`src/rtl/polygon_separating_axis_pushout_top_macros.svh`:
```
// ----------------------------------------------------------------------------
// polygon_separating_axis_pushout_top_macros.svh
// Assertion macros shared by the push-out block.
// ----------------------------------------------------------------------------
`ifndef POLYGON_SEPARATING_AXIS_PUSHOUT_TOP_MACROS_SVH
`define POLYGON_SEPARATING_AXIS_PUSHOUT_TOP_MACROS_SVH

// same-cycle implication, quiet during reset
`define PSAP_AST_IMP(lbl, ante, cons) \
  lbl: assert property (@(posedge clk) disable iff (rst) (ante) |-> (cons)) \
    else $error("psap: same-cycle check failed");

// next-cycle implication, quiet during reset
`define PSAP_AST_NXT(lbl, ante, cons) \
  lbl: assert property (@(posedge clk) disable iff (rst) (ante) |=> (cons)) \
    else $error("psap: next-cycle check failed");

`endif

```
`src/rtl/psap_pkg.sv`:
```
// ----------------------------------------------------------------------------
// psap_pkg
// Shared constants and controller/datapath interface types.
// ----------------------------------------------------------------------------
package psap_pkg;

  localparam int MAX_A_DEF = 16;
  localparam int MAX_B_DEF = 16;

  localparam int CFG_IDX_W = 1;
  localparam logic [CFG_IDX_W-1:0] CFG_WEIGHT = 1'd0;
  localparam logic [CFG_IDX_W-1:0] CFG_TOL    = 1'd1;
  localparam logic [31:0] WEIGHT_RST = 32'h0001_0000;
  localparam logic [15:0] TOL_RST    = 16'd1;

  localparam logic [1:0] ST_SEP  = 2'd0;
  localparam logic [1:0] ST_PUSH = 2'd1;
  localparam logic [1:0] ST_FEW  = 2'd2;

  localparam int SQRT_STEPS   = 32;
  localparam int DIV_STEPS    = 31;
  localparam int DRAIN_CYCLES = 3;
  localparam int OUT_STEPS    = 8;

  typedef struct packed {
    logic       a_we;
    logic       b_we;
    logic       edge_b;
    logic       cap_cur;
    logic       diff;
    logic       sq_mul;
    logic       sq_init;
    logic       sq_step;
    logic       dv_init;
    logic       dv_step;
    logic       norm;
    logic       proj_clr;
    logic       proj_va;
    logic       proj_vb;
    logic       test_clr;
    logic       eval_pos;
    logic       eval_neg;
    logic       use_best;
    logic       out_emit;
    logic       out_last;
    logic [1:0] status;
  } psap_cmd_t;

  typedef struct packed {
    logic gap;
  } psap_sts_t;

endpackage

```
`src/rtl/psap_ctrl.sv`:
```
// ----------------------------------------------------------------------------
// psap_ctrl
// Sequencer: vertex load, per-edge normal/projection/eval loop, output pass.
// ----------------------------------------------------------------------------
module psap_ctrl #(
  parameter int MAX_A = psap_pkg::MAX_A_DEF,
  parameter int MAX_B = psap_pkg::MAX_B_DEF
) (
  input  logic                       clk,
  input  logic                       rst,
  input  logic                       start,
  input  logic                       polygon,
  input  logic                       end_of_load,
  output logic                       busy,
  output logic [$clog2(MAX_A)-1:0]   a_waddr,
  output logic [$clog2(MAX_A)-1:0]   a_raddr,
  output logic [$clog2(MAX_B)-1:0]   b_waddr,
  output logic [$clog2(MAX_B)-1:0]   b_raddr,
  output psap_pkg::psap_cmd_t        cmd,
  input  psap_pkg::psap_sts_t        sts,
  output logic                       result_strobe
);
  import psap_pkg::*;

  localparam int AWA = $clog2(MAX_A);
  localparam int AWB = $clog2(MAX_B);
  localparam int CWA = $clog2(MAX_A + 1);
  localparam int CWB = $clog2(MAX_B + 1);
  localparam int CW  = (CWA > CWB) ? CWA : CWB;

  localparam logic [3:0] S_IDLE  = 4'd0;
  localparam logic [3:0] S_CHECK = 4'd1;
  localparam logic [3:0] S_RD0   = 4'd2;
  localparam logic [3:0] S_RD1   = 4'd3;
  localparam logic [3:0] S_DIFF  = 4'd4;
  localparam logic [3:0] S_MUL   = 4'd5;
  localparam logic [3:0] S_SQI   = 4'd6;
  localparam logic [3:0] S_SQRT  = 4'd7;
  localparam logic [3:0] S_DVI   = 4'd8;
  localparam logic [3:0] S_DIV   = 4'd9;
  localparam logic [3:0] S_NORM  = 4'd10;
  localparam logic [3:0] S_PROJ  = 4'd11;
  localparam logic [3:0] S_DRAIN = 4'd12;
  localparam logic [3:0] S_EVAL1 = 4'd13;
  localparam logic [3:0] S_EVAL2 = 4'd14;
  localparam logic [3:0] S_OUT   = 4'd15;

  logic [3:0]     state, state_next;
  logic [CWA-1:0] a_cnt, a_cnt_next, na, na_next;
  logic [CWB-1:0] b_cnt, b_cnt_next, nb, nb_next;
  logic [CW-1:0]  cur, cur_next, idx, idx_next;
  logic           edge_b, edge_b_next;
  logic [5:0]     iter, iter_next;
  logic [1:0]     status_r, status_next;
  logic           strobe;

  logic [CW-1:0]  na_w, nb_w, n_cur, cur_inc, nxt, nmax, addr_sel, idx_inc;

  assign na_w     = CW'(na);
  assign nb_w     = CW'(nb);
  assign n_cur    = edge_b ? nb_w : na_w;
  assign cur_inc  = cur + CW'(1);
  assign nxt      = (cur_inc == n_cur) ? '0 : cur_inc;
  assign nmax     = (na_w > nb_w) ? na_w : nb_w;
  assign idx_inc  = idx + CW'(1);
  assign addr_sel = (state == S_RD0) ? cur : ((state == S_RD1) ? nxt : idx);

  assign a_raddr = addr_sel[AWA-1:0];
  assign b_raddr = addr_sel[AWB-1:0];
  assign a_waddr = a_cnt[AWA-1:0];
  assign b_waddr = b_cnt[AWB-1:0];

  assign busy          = (state != S_IDLE);
  assign result_strobe = strobe;

  always_comb begin
    state_next  = state;
    a_cnt_next  = a_cnt;
    b_cnt_next  = b_cnt;
    na_next     = na;
    nb_next     = nb;
    cur_next    = cur;
    idx_next    = idx;
    edge_b_next = edge_b;
    iter_next   = iter;
    status_next = status_r;
    cmd         = '0;
    cmd.edge_b  = edge_b;
    cmd.status  = status_r;
    case (state)
      S_IDLE: begin
        if (start) begin
          if (!polygon && (a_cnt < CWA'(MAX_A))) begin
            cmd.a_we   = 1'b1;
            a_cnt_next = a_cnt + CWA'(1);
          end
          if (polygon && (b_cnt < CWB'(MAX_B))) begin
            cmd.b_we   = 1'b1;
            b_cnt_next = b_cnt + CWB'(1);
          end
          if (end_of_load) begin
            na_next    = a_cnt_next;
            nb_next    = b_cnt_next;
            a_cnt_next = '0;
            b_cnt_next = '0;
            state_next = S_CHECK;
          end
        end
      end
      S_CHECK: begin
        idx_next  = '0;
        iter_next = '0;
        if (na == '0) begin
          state_next = S_IDLE;
        end else if ((na < CWA'(3)) || (nb < CWB'(3))) begin
          status_next = ST_FEW;
          state_next  = S_OUT;
        end else begin
          status_next  = ST_PUSH;
          cur_next     = '0;
          edge_b_next  = 1'b0;
          cmd.test_clr = 1'b1;
          state_next   = S_RD0;
        end
      end
      S_RD0: state_next = S_RD1;
      S_RD1: begin
        cmd.cap_cur = 1'b1;
        state_next  = S_DIFF;
      end
      S_DIFF: begin
        cmd.diff   = 1'b1;
        state_next = S_MUL;
      end
      S_MUL: begin
        cmd.sq_mul = 1'b1;
        state_next = S_SQI;
      end
      S_SQI: begin
        cmd.sq_init = 1'b1;
        iter_next   = '0;
        state_next  = S_SQRT;
      end
      S_SQRT: begin
        cmd.sq_step = 1'b1;
        if (iter == 6'(SQRT_STEPS - 1)) begin
          state_next = S_DVI;
        end else begin
          iter_next = iter + 6'd1;
        end
      end
      S_DVI: begin
        cmd.dv_init = 1'b1;
        iter_next   = '0;
        state_next  = S_DIV;
      end
      S_DIV: begin
        cmd.dv_step = 1'b1;
        if (iter == 6'(DIV_STEPS - 1)) begin
          state_next = S_NORM;
        end else begin
          iter_next = iter + 6'd1;
        end
      end
      S_NORM: begin
        cmd.norm     = 1'b1;
        cmd.proj_clr = 1'b1;
        idx_next     = '0;
        state_next   = S_PROJ;
      end
      S_PROJ: begin
        cmd.proj_va = (idx < na_w);
        cmd.proj_vb = (idx < nb_w);
        if (idx_inc == nmax) begin
          iter_next  = '0;
          state_next = S_DRAIN;
        end else begin
          idx_next = idx_inc;
        end
      end
      S_DRAIN: begin
        if (iter == 6'(DRAIN_CYCLES - 1)) begin
          state_next = S_EVAL1;
        end else begin
          iter_next = iter + 6'd1;
        end
      end
      S_EVAL1: begin
        cmd.eval_pos = 1'b1;
        if (sts.gap) begin
          status_next = ST_SEP;
          idx_next    = '0;
          iter_next   = '0;
          state_next  = S_OUT;
        end else begin
          state_next = S_EVAL2;
        end
      end
      S_EVAL2: begin
        cmd.eval_neg = 1'b1;
        if (cur_inc == n_cur) begin
          cur_next = '0;
          if (edge_b) begin
            idx_next   = '0;
            iter_next  = '0;
            state_next = S_OUT;
          end else begin
            edge_b_next = 1'b1;
            state_next  = S_RD0;
          end
        end else begin
          cur_next   = cur_inc;
          state_next = S_RD0;
        end
      end
      S_OUT: begin
        cmd.use_best = 1'b1;
        if (iter == 6'(OUT_STEPS - 1)) begin
          cmd.out_emit = 1'b1;
          cmd.out_last = (idx_inc == na_w);
          iter_next    = '0;
          if (idx_inc == na_w) begin
            state_next = S_IDLE;
          end else begin
            idx_next = idx_inc;
          end
        end else begin
          iter_next = iter + 6'd1;
        end
      end
      default: state_next = S_IDLE;
    endcase
  end

  always_ff @(posedge clk) begin
    if (rst) begin
      state    <= S_IDLE;
      a_cnt    <= '0;
      b_cnt    <= '0;
      na       <= '0;
      nb       <= '0;
      cur      <= '0;
      idx      <= '0;
      edge_b   <= 1'b0;
      iter     <= '0;
      status_r <= ST_SEP;
      strobe   <= 1'b0;
    end else begin
      state    <= state_next;
      a_cnt    <= a_cnt_next;
      b_cnt    <= b_cnt_next;
      na       <= na_next;
      nb       <= nb_next;
      cur      <= cur_next;
      idx      <= idx_next;
      edge_b   <= edge_b_next;
      iter     <= iter_next;
      status_r <= status_next;
      strobe   <= cmd.out_emit;
    end
  end

endmodule

```
`config.mk`:
```
export PLATFORM = sky130hd
export DESIGN_NAME = psap_ctrl
export DESIGN_NICKNAME = d
export VERILOG_FILES = /design/src/rtl/polygon_separating_axis_pushout_top_macros.svh /design/src/rtl/psap_pkg.sv /design/src/rtl/psap_ctrl.sv
export SDC_FILE = /design/constraint.sdc
export NUM_CORES = 1
export LEC_CHECK = 0
export ABC_AREA = 1
export BUFFER_PORTS_ARGS = -buffer_cell sky130_fd_sc_hd__buf_2
export CORE_UTILIZATION = 53
export CTS_CLUSTER_DIAMETER = 100
export CTS_CLUSTER_SIZE = 16
export DETAILED_ROUTE_END_ITERATION = 6
export PLACE_DENSITY = 0.84
export SLEW_MARGIN = 20
export SYNTH_ARGS = -nofsm -noshare
export SYNTH_HDL_FRONTEND = slang
export SYNTH_SLANG_ARGS = --single-unit
```
`constraint.sdc`:
```
create_clock -name clk -period 2 [get_ports clk]
set_input_delay 0.1 -clock clk [delete_from_list [all_inputs] [get_ports clk]]
set_output_delay 0.1 -clock clk [all_outputs]
set_load 0.02 [all_outputs]
```
======== Word-level counts from Yosys, hierarchy flattened ========
Index checks and enable logic that the tools add are counted.
storage, ports and cells
  flip-flop bits (word level) ............. 44
  input port bits ......................... 6
  word-level logic and storage cells ...... 154
cells by class
  add/subtract/negate cells ............... 5
  magnitude comparators ................... 7
  equality and inequality tests ........... 40
  mux-type cells .......................... 70
  reduce and logical (&&, ||, !) cells .... 21
operator list
  cell                 number
  $mux 5               15
  $pmux 4 s16          1
  $mux 4               14
  $mux 6               8
  $pmux 6 s8           1
  $ne 2x2->1 const B   18
  $eq 4x4->1 const B   8
  $pmux 5 s5           1
  $add 5x1->5 const B  4
  $mux 1               18
  $eq 4x3->1 const B   4
  $mux 2               8
  $reduce_and 8->1     2
  $eq 5x5->1           3
  $eq 6x5->1 const B   2
  $lt 5x2->1 const B   2
  $lt 5x5->1           2
  $lt 5x5->1 const B   2
  $pmux 5 s2           1
  $reduce_and 3->1     3
  $eq 4x2->1 const B   2
  $reduce_bool 8->1    1
  $reduce_and 7->1     1
  $add 6x1->6 const B  1
  19 further kinds     21

======== Longest topological paths before layout ========
Gate-level depths: netlist (run 1).
  word-level depth ........................ 5
  mapped depth ............................ 17
  depth with buffers taken out ............ 17

======== Worst setup path after synthesis (run 1) ========
No wires, ideal clock.
  path kind ............................... reg-to-output
  start ................................... register cur[0]
  end ..................................... output port b_raddr[2]
  arrival ................................. 2015 ps
  setup slack ............................. -115 ps
  stages on the path, launching flop included .. 12
  path through ............................ dfxtp_1 > ha_1 > nand3_1 > xor2_1 > xor2_1 > nor2_1 > nand2_1 > nand2_1 > inv_1 > nand2_1 > a31oi_1 > buf_4
between the ends
  cells in the longest elaborated chain, start to end .. 5
ends and longest elaborated chain
  element                   line              source
  start: declaration        psap_ctrl.sv:51   logic [CW-1:0] cur, cur_next, idx, idx_next;
  start signal: assignment  psap_ctrl.sv:254  cur <= cur_next;
  $add 5x1->5 *             psap_ctrl.sv:62   assign cur_inc = cur + CW'(1);
  $eq 5x5->1                psap_ctrl.sv:63   assign nxt = (cur_inc == n_cur) ? '0 : cur_inc;
  $mux 5 *                  -
  $mux 4 * (2 in series)    psap_ctrl.sv:66   assign addr_sel = (state == S_RD0) ? cur : ((state == S_RD1) ? nxt : idx);
  end: declaration          psap_ctrl.sv:18   output logic [$clog2(MAX_B)-1:0] b_raddr,
Every way passes the cells marked *; elsewhere a longest branch is shown, timed or not.

======== Worst setup path in the final report (run 1) ========
  start ................................... register nb[4]
  end ..................................... register state[2]
between the ends
  cells in the longest elaborated chain, start to end .. 5
  elaborated cells between the ends (all ways) .. 13
  those cells by class .................... 2 x order compare; 3 x eq/ne; 6 x mux; 2 x reduce/logical
ends and longest elaborated chain
  element                                                           line                                source
  start: declaration                                                psap_ctrl.sv:50                     logic [CWB-1:0] b_cnt, b_cnt_next, nb, nb_next;
  start signal: assignment                                          psap_ctrl.sv:253                    nb <= nb_next;
  $gt 5x5->1 or $lt 5x2->1 (tied branches)                          psap_ctrl.sv:64, psap_ctrl.sv:115
  $mux 5 or $logic_or 1x1->1 (tied branches)                        psap_ctrl.sv:64, psap_ctrl.sv:115
  $eq 5x5->1 or $mux 4 (tied branches)                              psap_ctrl.sv:174, psap_ctrl.sv:115
  $ne 2x2->1 (no source line) or $mux 4 (tied branches)             -
  $reduce_and 8->1 (no source line) or $pmux 4 s16 (tied branches)  -
  end signal: assignment                                            psap_ctrl.sv:249                    state <= state_next;
  end: declaration                                                  psap_ctrl.sv:48                     logic [3:0] state, state_next;
Several ways; a longest one is shown, not always the timed one.
A chain may end at the register's enable or synchronous reset.

==> run summary, run 1 <==
status: complete, but fails checks
failing checks: setup timing
yosys warns: 0
clock power share: 13.1%
WP data required: 2220 ps
post-synthesis register bit count: 44
met2 routed WL: 5500 um
final hold violation count: 0
Max Used Layer: met4
Leak: 2.15 nW
Power Internal: 2.85 mW
buffers and inverters on the worst path: 2
Syn Area/Cell: 6.47 um^2
Synth async-reset ratio: 0%
Post-Route WL: 11,600 um
clock skew: 4.75 ps
highest cell delay on the worst timing path: 350 ps
setup TNS: -4130 ps
EDFF count, synth: 0
P_sw: 2.69 mW
layout net count: 646
synthesized cell area: 3440 um^2
GRT overflow: 0
Setup crit end kind: flop
GR Util All Layers: 31.9%
CP max stage cell: dfxtp_2
main combinational cell family by area after synthesis: simple AND/OR/NAND/NOR gates
delay-heaviest family, CP: simple AND/OR/NAND/NOR gates
sequential fraction of the synthesis area: 25.6%
maxcap violations: 0
initial antenna violation count: 0
Switching Fraction: 48.6%
worst path cell trace: inv_2, ha_4, nand2_4, nor2_4, nand2_2, nand3_4, nand2_4, nand2_1, nand3_1, nand2_2, nand3_4, o21bai_4, clkbuf_16, nand3_1, nand2_1, nor2_1
Tot Pwr: 5.53 mW
DP HPWL: 7490 um
cts hold-fix bufs: 0
Clock Sinks: 44
mux share of post-synthesis cell area: 0.328%
crit path launch type: flop
Synth Area in Compound Gates: 14.2%
row cnt: 28
pwr dens: 1190 nW/um^2
Filler Cells Inserted: 443
worst IR drop on VDD: 982 uV
Slew HR: 72.6%
Num CTS Buffers: 5
routed wire length per instance: 16.6 um
Comb power frac: 64.3%
kind of critical path: reg -> reg
Final Cycle Share: 113%
met3 wire length: 883 um
syn nets: 557
ranking of synthesized cells by area: dfxtp_1, nand2_1, nor2_1
number of distinct library cells after synthesis: 39
DIE AREA: 6810 um^2
final setup margin: -270 ps
Pins Over Slew Limit: 0
I/O pin total: 46
CTS root buf: clkbuf_8
Post-Layout Cell Count: 696
fmax: 0.441 GHz
clock transition at the registers of the reported paths: 90 ps
number of global-route vias before repair: 3,475
Synth Area in Simple Gates: 35.2%
Starting Density: 56.4%
dpl cells: 672
post-synth top area share: 25.6%
chip width: 82.5 um
DRC Markers: 0
biggest area consumer among synthesized cells: dfxtp_1
largest net degree at the start of global routing: 20
# setup viols final: 26
RSZ-0062 raised after global routing: yes
initial DRC count: 488
actual transition at the worst max-transition pin: 410 ps
Synth Flop Type: dfxtp_1
post-synthesis adder-cell area fraction: 7.28%
hold crit path type: in -> reg
CTS max path bufs: 2
Vias/cell: 5.81
Worst Path Max Fanout: 8
GP Congestion: 0.932
IO buf count: 45
Final ANT Viol Nets: 0
TritonCTS clock tree: yes
core area: 6100 um^2
layout cells sized above 1: 34.0%
pre-CTS WS: -110 ps
H-tree depth: 2
first-pass GRT wire length: 16,400 um
DRT met1 WL: 4760 um
XOR/XNOR Fraction of Synth Area: 5.35%
Vias: 4,047
Clock Latency Late Sink: 310 ps
die height: 82.5 um
cells after synthesis: 531
area grow syn2layout: 35.5%
Ant. Diodes: 0
Reg power frac: 22.6%
Tmin final: 2270 ps
First-pass DRT Iterations: 5
WP data arrival: 2490 ps
==> metrics by stage <==
| stage | utilization (%) | hold WS, ps | cell area [um^2] |
|---|---|---|---|
| CTS | 72.2 | 129 | 4400 |
| global route | 76.4 | 164 | 4660 |
| floorplan | - | 266 | 3520 |
| finish | 76.4 | 130 | 4660 |
| global placement | 66.1 | 435 | 4030 |
| detailed placement | 66.1 | 454 | 4030 |
==> cell usage after synthesis, types with 2 or more instances <==
library cell  instances
a21oi_4               2
nor2_1               70
nand3_2               2
xnor2_1               4
o21ai_0              17
o2111ai_1             2
nand4_1              11
o22ai_1               5
xor2_1               17
inv_1                66
clkbuf_1              5
a211oi_1              3
ha_1                 20
dfxtp_1              44
nor2_4                2
a31oi_1               2
nor2_2                3
nand3b_1              2
o221ai_1              3
buf_4                17
nand3_1              50
nor3_1                8
nand2_1             117
nand2_2               6
a21oi_1              39
==> kinds of logic after synthesis <==
family / count (synthesis)
xor+xnor: 21
flops: 44
simple gates: 274
fa+ha+maj: 20
compound gates: 80
buf+inv: 91
mux: 1
==> power groups by stage <==
stage	clock network, mW	registers (mW)	logic, mW
after global routing	0.764	1.28	3.91
after global placement	0	1.23	2.92
after floorplan	0	1.20	2.20
after CTS	0.714	1.22	3.19
final	0.724	1.25	3.56
after detailed placement	0	1.23	2.99
==> layout make-up <==
type	count	area [um^2]	share of cell area, %
multi-input combinational	397	2520	54.1
sequential	44	912	19.6
timing repair buffer	105	772	16.6
inverter	67	254	5.45
tap	75	93.8	2.01
clock buffer	6	72.6	1.56
clock inverter	2	35.0	0.752
==> timing repair <==
item | in CTS | in global routing
gates cloned | 1 | 2
pin swaps | 6 | 21
buffers inserted | 10 | 3
resized for setup | 51 | 51
setup endpoints to repair | 24 | 29
==> flip-flops by register name (all words and copies together), names as in the netlist <==
signal / count
a_cnt: 5
b_cnt: 5
iter: 6
na: 5
edge_b: 1
cur: 5
status_r: 2
state: 4
nb: 5
result_strobe: 1
idx: 5
==> cell usage in the layout (no fill, tap or decap), drive strengths merged, types with 4 or more instances in the layout <==
cell    instances
a21oi          42
buf           103
clkbuf          8
dfxtp          44
ha             20
inv            67
nand2         125
nand3          53
nand4          11
nor2           75
nor3            8
o21ai          18
o22ai           5
xnor2           4
xor2           17
==> layer usage <==
metal  track usage [%]  vias up
met5                 0        -
met4              9.66        0
met3              5.27       51
met2              53.9      213
met1              41.5     1882
li1                  -     1901
==> final timing paths <==
path                                          startpoint                  endpoint  slack (ps)  cells past startpoint
worst max-delay path                  nb[4]$_SDFFE_PP0P_     state[2]$_SDFFE_PP0P_        -270                     16
worst max register to register        nb[4]$_SDFFE_PP0P_     state[2]$_SDFFE_PP0P_        -270                     16
worst min register to register  status_r[0]$_SDFFE_PP0P_  status_r[0]$_SDFFE_PP0P_         470                      2
worst min-delay path                         end_of_load     b_cnt[0]$_SDFFE_PP0P_         130                      4
==> worst reg2reg max path, stage by stage, from the launching register on <==
cell,delay (ps)
dfxtp_2,350
inv_2,50
ha_4,280
nand2_4,60
nor2_4,140
nand2_2,80
nand3_4,110
nand2_4,100
nand2_1,100
nand3_1,110
nand2_2,90
nand3_4,100
o21bai_4,240
clkbuf_16,200
nand3_1,60
nand2_1,60
nor2_1,40
Note: power is estimated with default switching activity, not from simulation.
==> run 2, diff against run 1 <==
--- a/config.mk
+++ b/config.mk
@@ -7,11 +7,11 @@
 export LEC_CHECK = 0
 export ABC_AREA = 1
 export BUFFER_PORTS_ARGS = -buffer_cell sky130_fd_sc_hd__buf_2
-export CORE_UTILIZATION = 53
+export CORE_UTILIZATION = 59
 export CTS_CLUSTER_DIAMETER = 100
 export CTS_CLUSTER_SIZE = 16
 export DETAILED_ROUTE_END_ITERATION = 6
-export PLACE_DENSITY = 0.84
+export PLACE_DENSITY = 0.88
 export SLEW_MARGIN = 20
 export SYNTH_ARGS = -nofsm -noshare
 export SYNTH_HDL_FRONTEND = slang
==> constraint.sdc (replaced) <==
create_clock -name clk -period 2.38 [get_ports clk]
set_input_delay 0.119 -clock clk [delete_from_list [all_inputs] [get_ports clk]]
set_output_delay 0.119 -clock clk [all_outputs]
set_load 0.02 [all_outputs]
==> run summary, run 2 (synthesis results as in run 1) <==
DP HPWL: 7000 um (-6.5%)
cts hold-fix bufs: 0 (unchanged)
Ant. Diodes: 0 (unchanged)
layout cells sized above 1: 24.7% (-9.2 points)
first-pass GRT wire length: 15,700 um (-3.9%)
Biggest register: iter
Slew HR: 55.1% (-17 points)
die height: 78.3 um (-5.1%)
largest net degree at the start of global routing: 23 (+15%)
CTS max path bufs: 2 (unchanged)
Worst Path Max Fanout: 8 (unchanged)
GP Congestion: 1.05 (+13%)
Starting Density: 61.7% (+5.3 points)
DRC Markers: 1 (+1)
failing checks: DRC, setup timing
pwr dens: 1040 nW/um^2 (-12%)
pre-CTS WS: 52.0 ps (+162 ps)
commonest non-fill, non-tap cell in the layout: nand2_1
TritonCTS clock tree: yes
Leak: 1.91 nW (-11%)
chip width: 78.3 um (-5.1%)
Vias/cell: 6.30 (+8.3%)
CTS root buf: clkbuf_8
final hold violation count: 0 (unchanged)
Setup crit end kind: flop
Filler Cells Inserted: 413 (-6.8%)
GRT overflow: 0 (unchanged)
Post-Route WL: 11,600 um (-0.27%)
hold crit path type: in -> reg
Comb power frac: 63.4% (-0.9 points)
I/O pin total: 46 (unchanged)
fmax: 0.400 GHz (-9.3%)
core area: 5570 um^2 (-8.6%)
Final ANT Viol Nets: 0 (unchanged)
initial DRC count: 537 (+10%)
routed wire length per instance: 17.7 um (+6.1%)
Tmin final: 2500 ps (+233 ps)
final setup margin: -122 ps (+147 ps)
initial antenna violation count: 0 (unchanged)
maxcap violations: 0 (unchanged)
area grow syn2layout: 20.5%
Num CTS Buffers: 5 (unchanged)
commonest cells after routing, fill and taps aside: nand2_1, nor2_1, inv_1
Clock Latency Late Sink: 330 ps (+20 ps)
clock transition at the registers of the reported paths: 100 ps (about the same)
Clock Sinks: 44 (unchanged)
HP Start: end_of_load
WP data required: 2600 ps (+380 ps)
First-pass DRT Iterations: 7 (+2)
actual transition at the worst max-transition pin: 672 ps (+262 ps)
Setup crit start: na[3]$_SDFFE_PP0P_
crit path launch type: flop
Final Cycle Share: 105% (-8.3 points)
H-tree depth: 2 (unchanged)
Vias: 4,118 (+1.8%)
GR Util All Layers: 32.3% (+0.41 points)
Switching Fraction: 53.2% (+4.6 points)
WP data arrival: 2720 ps (+230 ps)
row cnt: 27 (-3.6%)
clock power share: 12.2% (-0.9 points)
# setup viols final: 15 (-42%)
status: complete, but fails checks
layout net count: 607 (-6.0%)
RR Startpoint: na[3]$_SDFFE_PP0P_
kind of critical path: reg -> reg
DIE AREA: 6130 um^2 (-9.9%)
Pins Over Slew Limit: 0 (unchanged)
Reg power frac: 24.4% (+1.8 points)
clock skew: 19.6 ps (+14.8 ps)
Final Util: 74.3% (-2.1 points)
number of global-route vias before repair: 3,400 (-2.2%)
Power Internal: 2.02 mW (-29%)
max reg flops: 6 (unchanged)
IO buf count: 45 (unchanged)
P_sw: 2.29 mW (-15%)
worst IR drop on VDD: 827 uV (-16%)
run 2: cell count changes in the layout (fill, tap and decap cells not counted), moves of 3 or more:
cell     before  now
o21ai_0      12   17
xor2_1       10   16
o21ai_1       4    1
a21oi_1      34   37
buf_6         7    1
a21oi_2       6    3
buf_4        59   20
nor2_4        6    3
xor2_2        5    1
dfxtp_2      13    7
buf_2        36   42
inv_1        59   62
dfxtp_1      27   34
run 2: repair_timing:
action,4_1_cts,5_1_grt
pin swaps,0,16
gates cloned,0,3
setup endpoints to repair,10,25
setup buffers,0,10
resized for setup,4,61
run 2: worst paths after layout:
kind | endpoint | slack, ps | cells past startpoint
max | state[0]$_SDFFE_PP0P_ | -120 | 14
min reg2reg | status_r[1]$_SDFFE_PP0P_ | 480 | 2
max reg2reg | state[0]$_SDFFE_PP0P_ | -120 | 14
min | b_cnt[0]$_SDFFE_PP0P_ | 100 | 4
run 2: area by class of cell:
| type | instances | area [um^2] | area share [%] |
|---|---|---|---|
| Clock inverter | 3 | 25.0 | 0.604 |
| Sequential cell | 44 | 901 | 21.7 |
| Clock buffer | 5 | 68.8 | 1.66 |
| Tap cell | 72 | 90.1 | 2.17 |
| Multi-Input combinational cell | 397 | 2360 | 57.1 |
| Timing Repair Buffer | 66 | 442 | 10.7 |
| Inverter | 67 | 251 | 6.07 |
run 2: worst max-delay path, stage by stage, from the launching register on:
cell and delay, ps:
dfxtp_1 470, ha_4 250, nand2_4 70, nor2_4 50, nand2_2 80, nand3_4 170, nand3_1 260, nand3_2 190
nand2_2 130, nand3_4 100, o21bai_4 240, buf_12 150, nand3b_1 80, nand2_1 80, nor2_1 60
run 2: per-stage QoR:
| step | cell area, um^2 | hold WS, ps | TNS [ps] | power (mW) | cells |
|---|---|---|---|---|---|
| 2_1_floorplan | 3440 | 285 | 0 | 2.83 | 531 |
| 3_3_place_gp | 3670 | 432 | 0 | 3.26 | 633 |
| 3_5_place_dp | 3670 | 444 | 0 | 3.36 | 633 |
| 4_1_cts | 3780 | 110 | 0 | 3.89 | 641 |
| 5_1_grt | 4140 | 109 | -2830 | 4.60 | 654 |
| 6_report | 4140 | 104 | -1260 | 4.31 | 654 |
run 2: routing by layer:
| layer | up-vias | wire length (um) | global-route usage [%] |
|---|---|---|---|
| met5 | - | 0 | 0 |
| met4 | 0 | 714 | 14.4 |
| met3 | 103 | 1320 | 5.70 |
| met2 | 325 | 5090 | 53.3 |
| met1 | 1862 | 4430 | 41.0 |
| li1 | 1828 | - | - |
run 2: power by group through the flow:
stage	clock [mW]	sequential, mW	combinational [mW]
floorplan	0	1.01	1.82
global placement	0	1.05	2.21
detailed placement	0	1.05	2.31
CTS	0.522	1.03	2.33
global route	0.564	1.06	2.98
finish	0.528	1.05	2.73
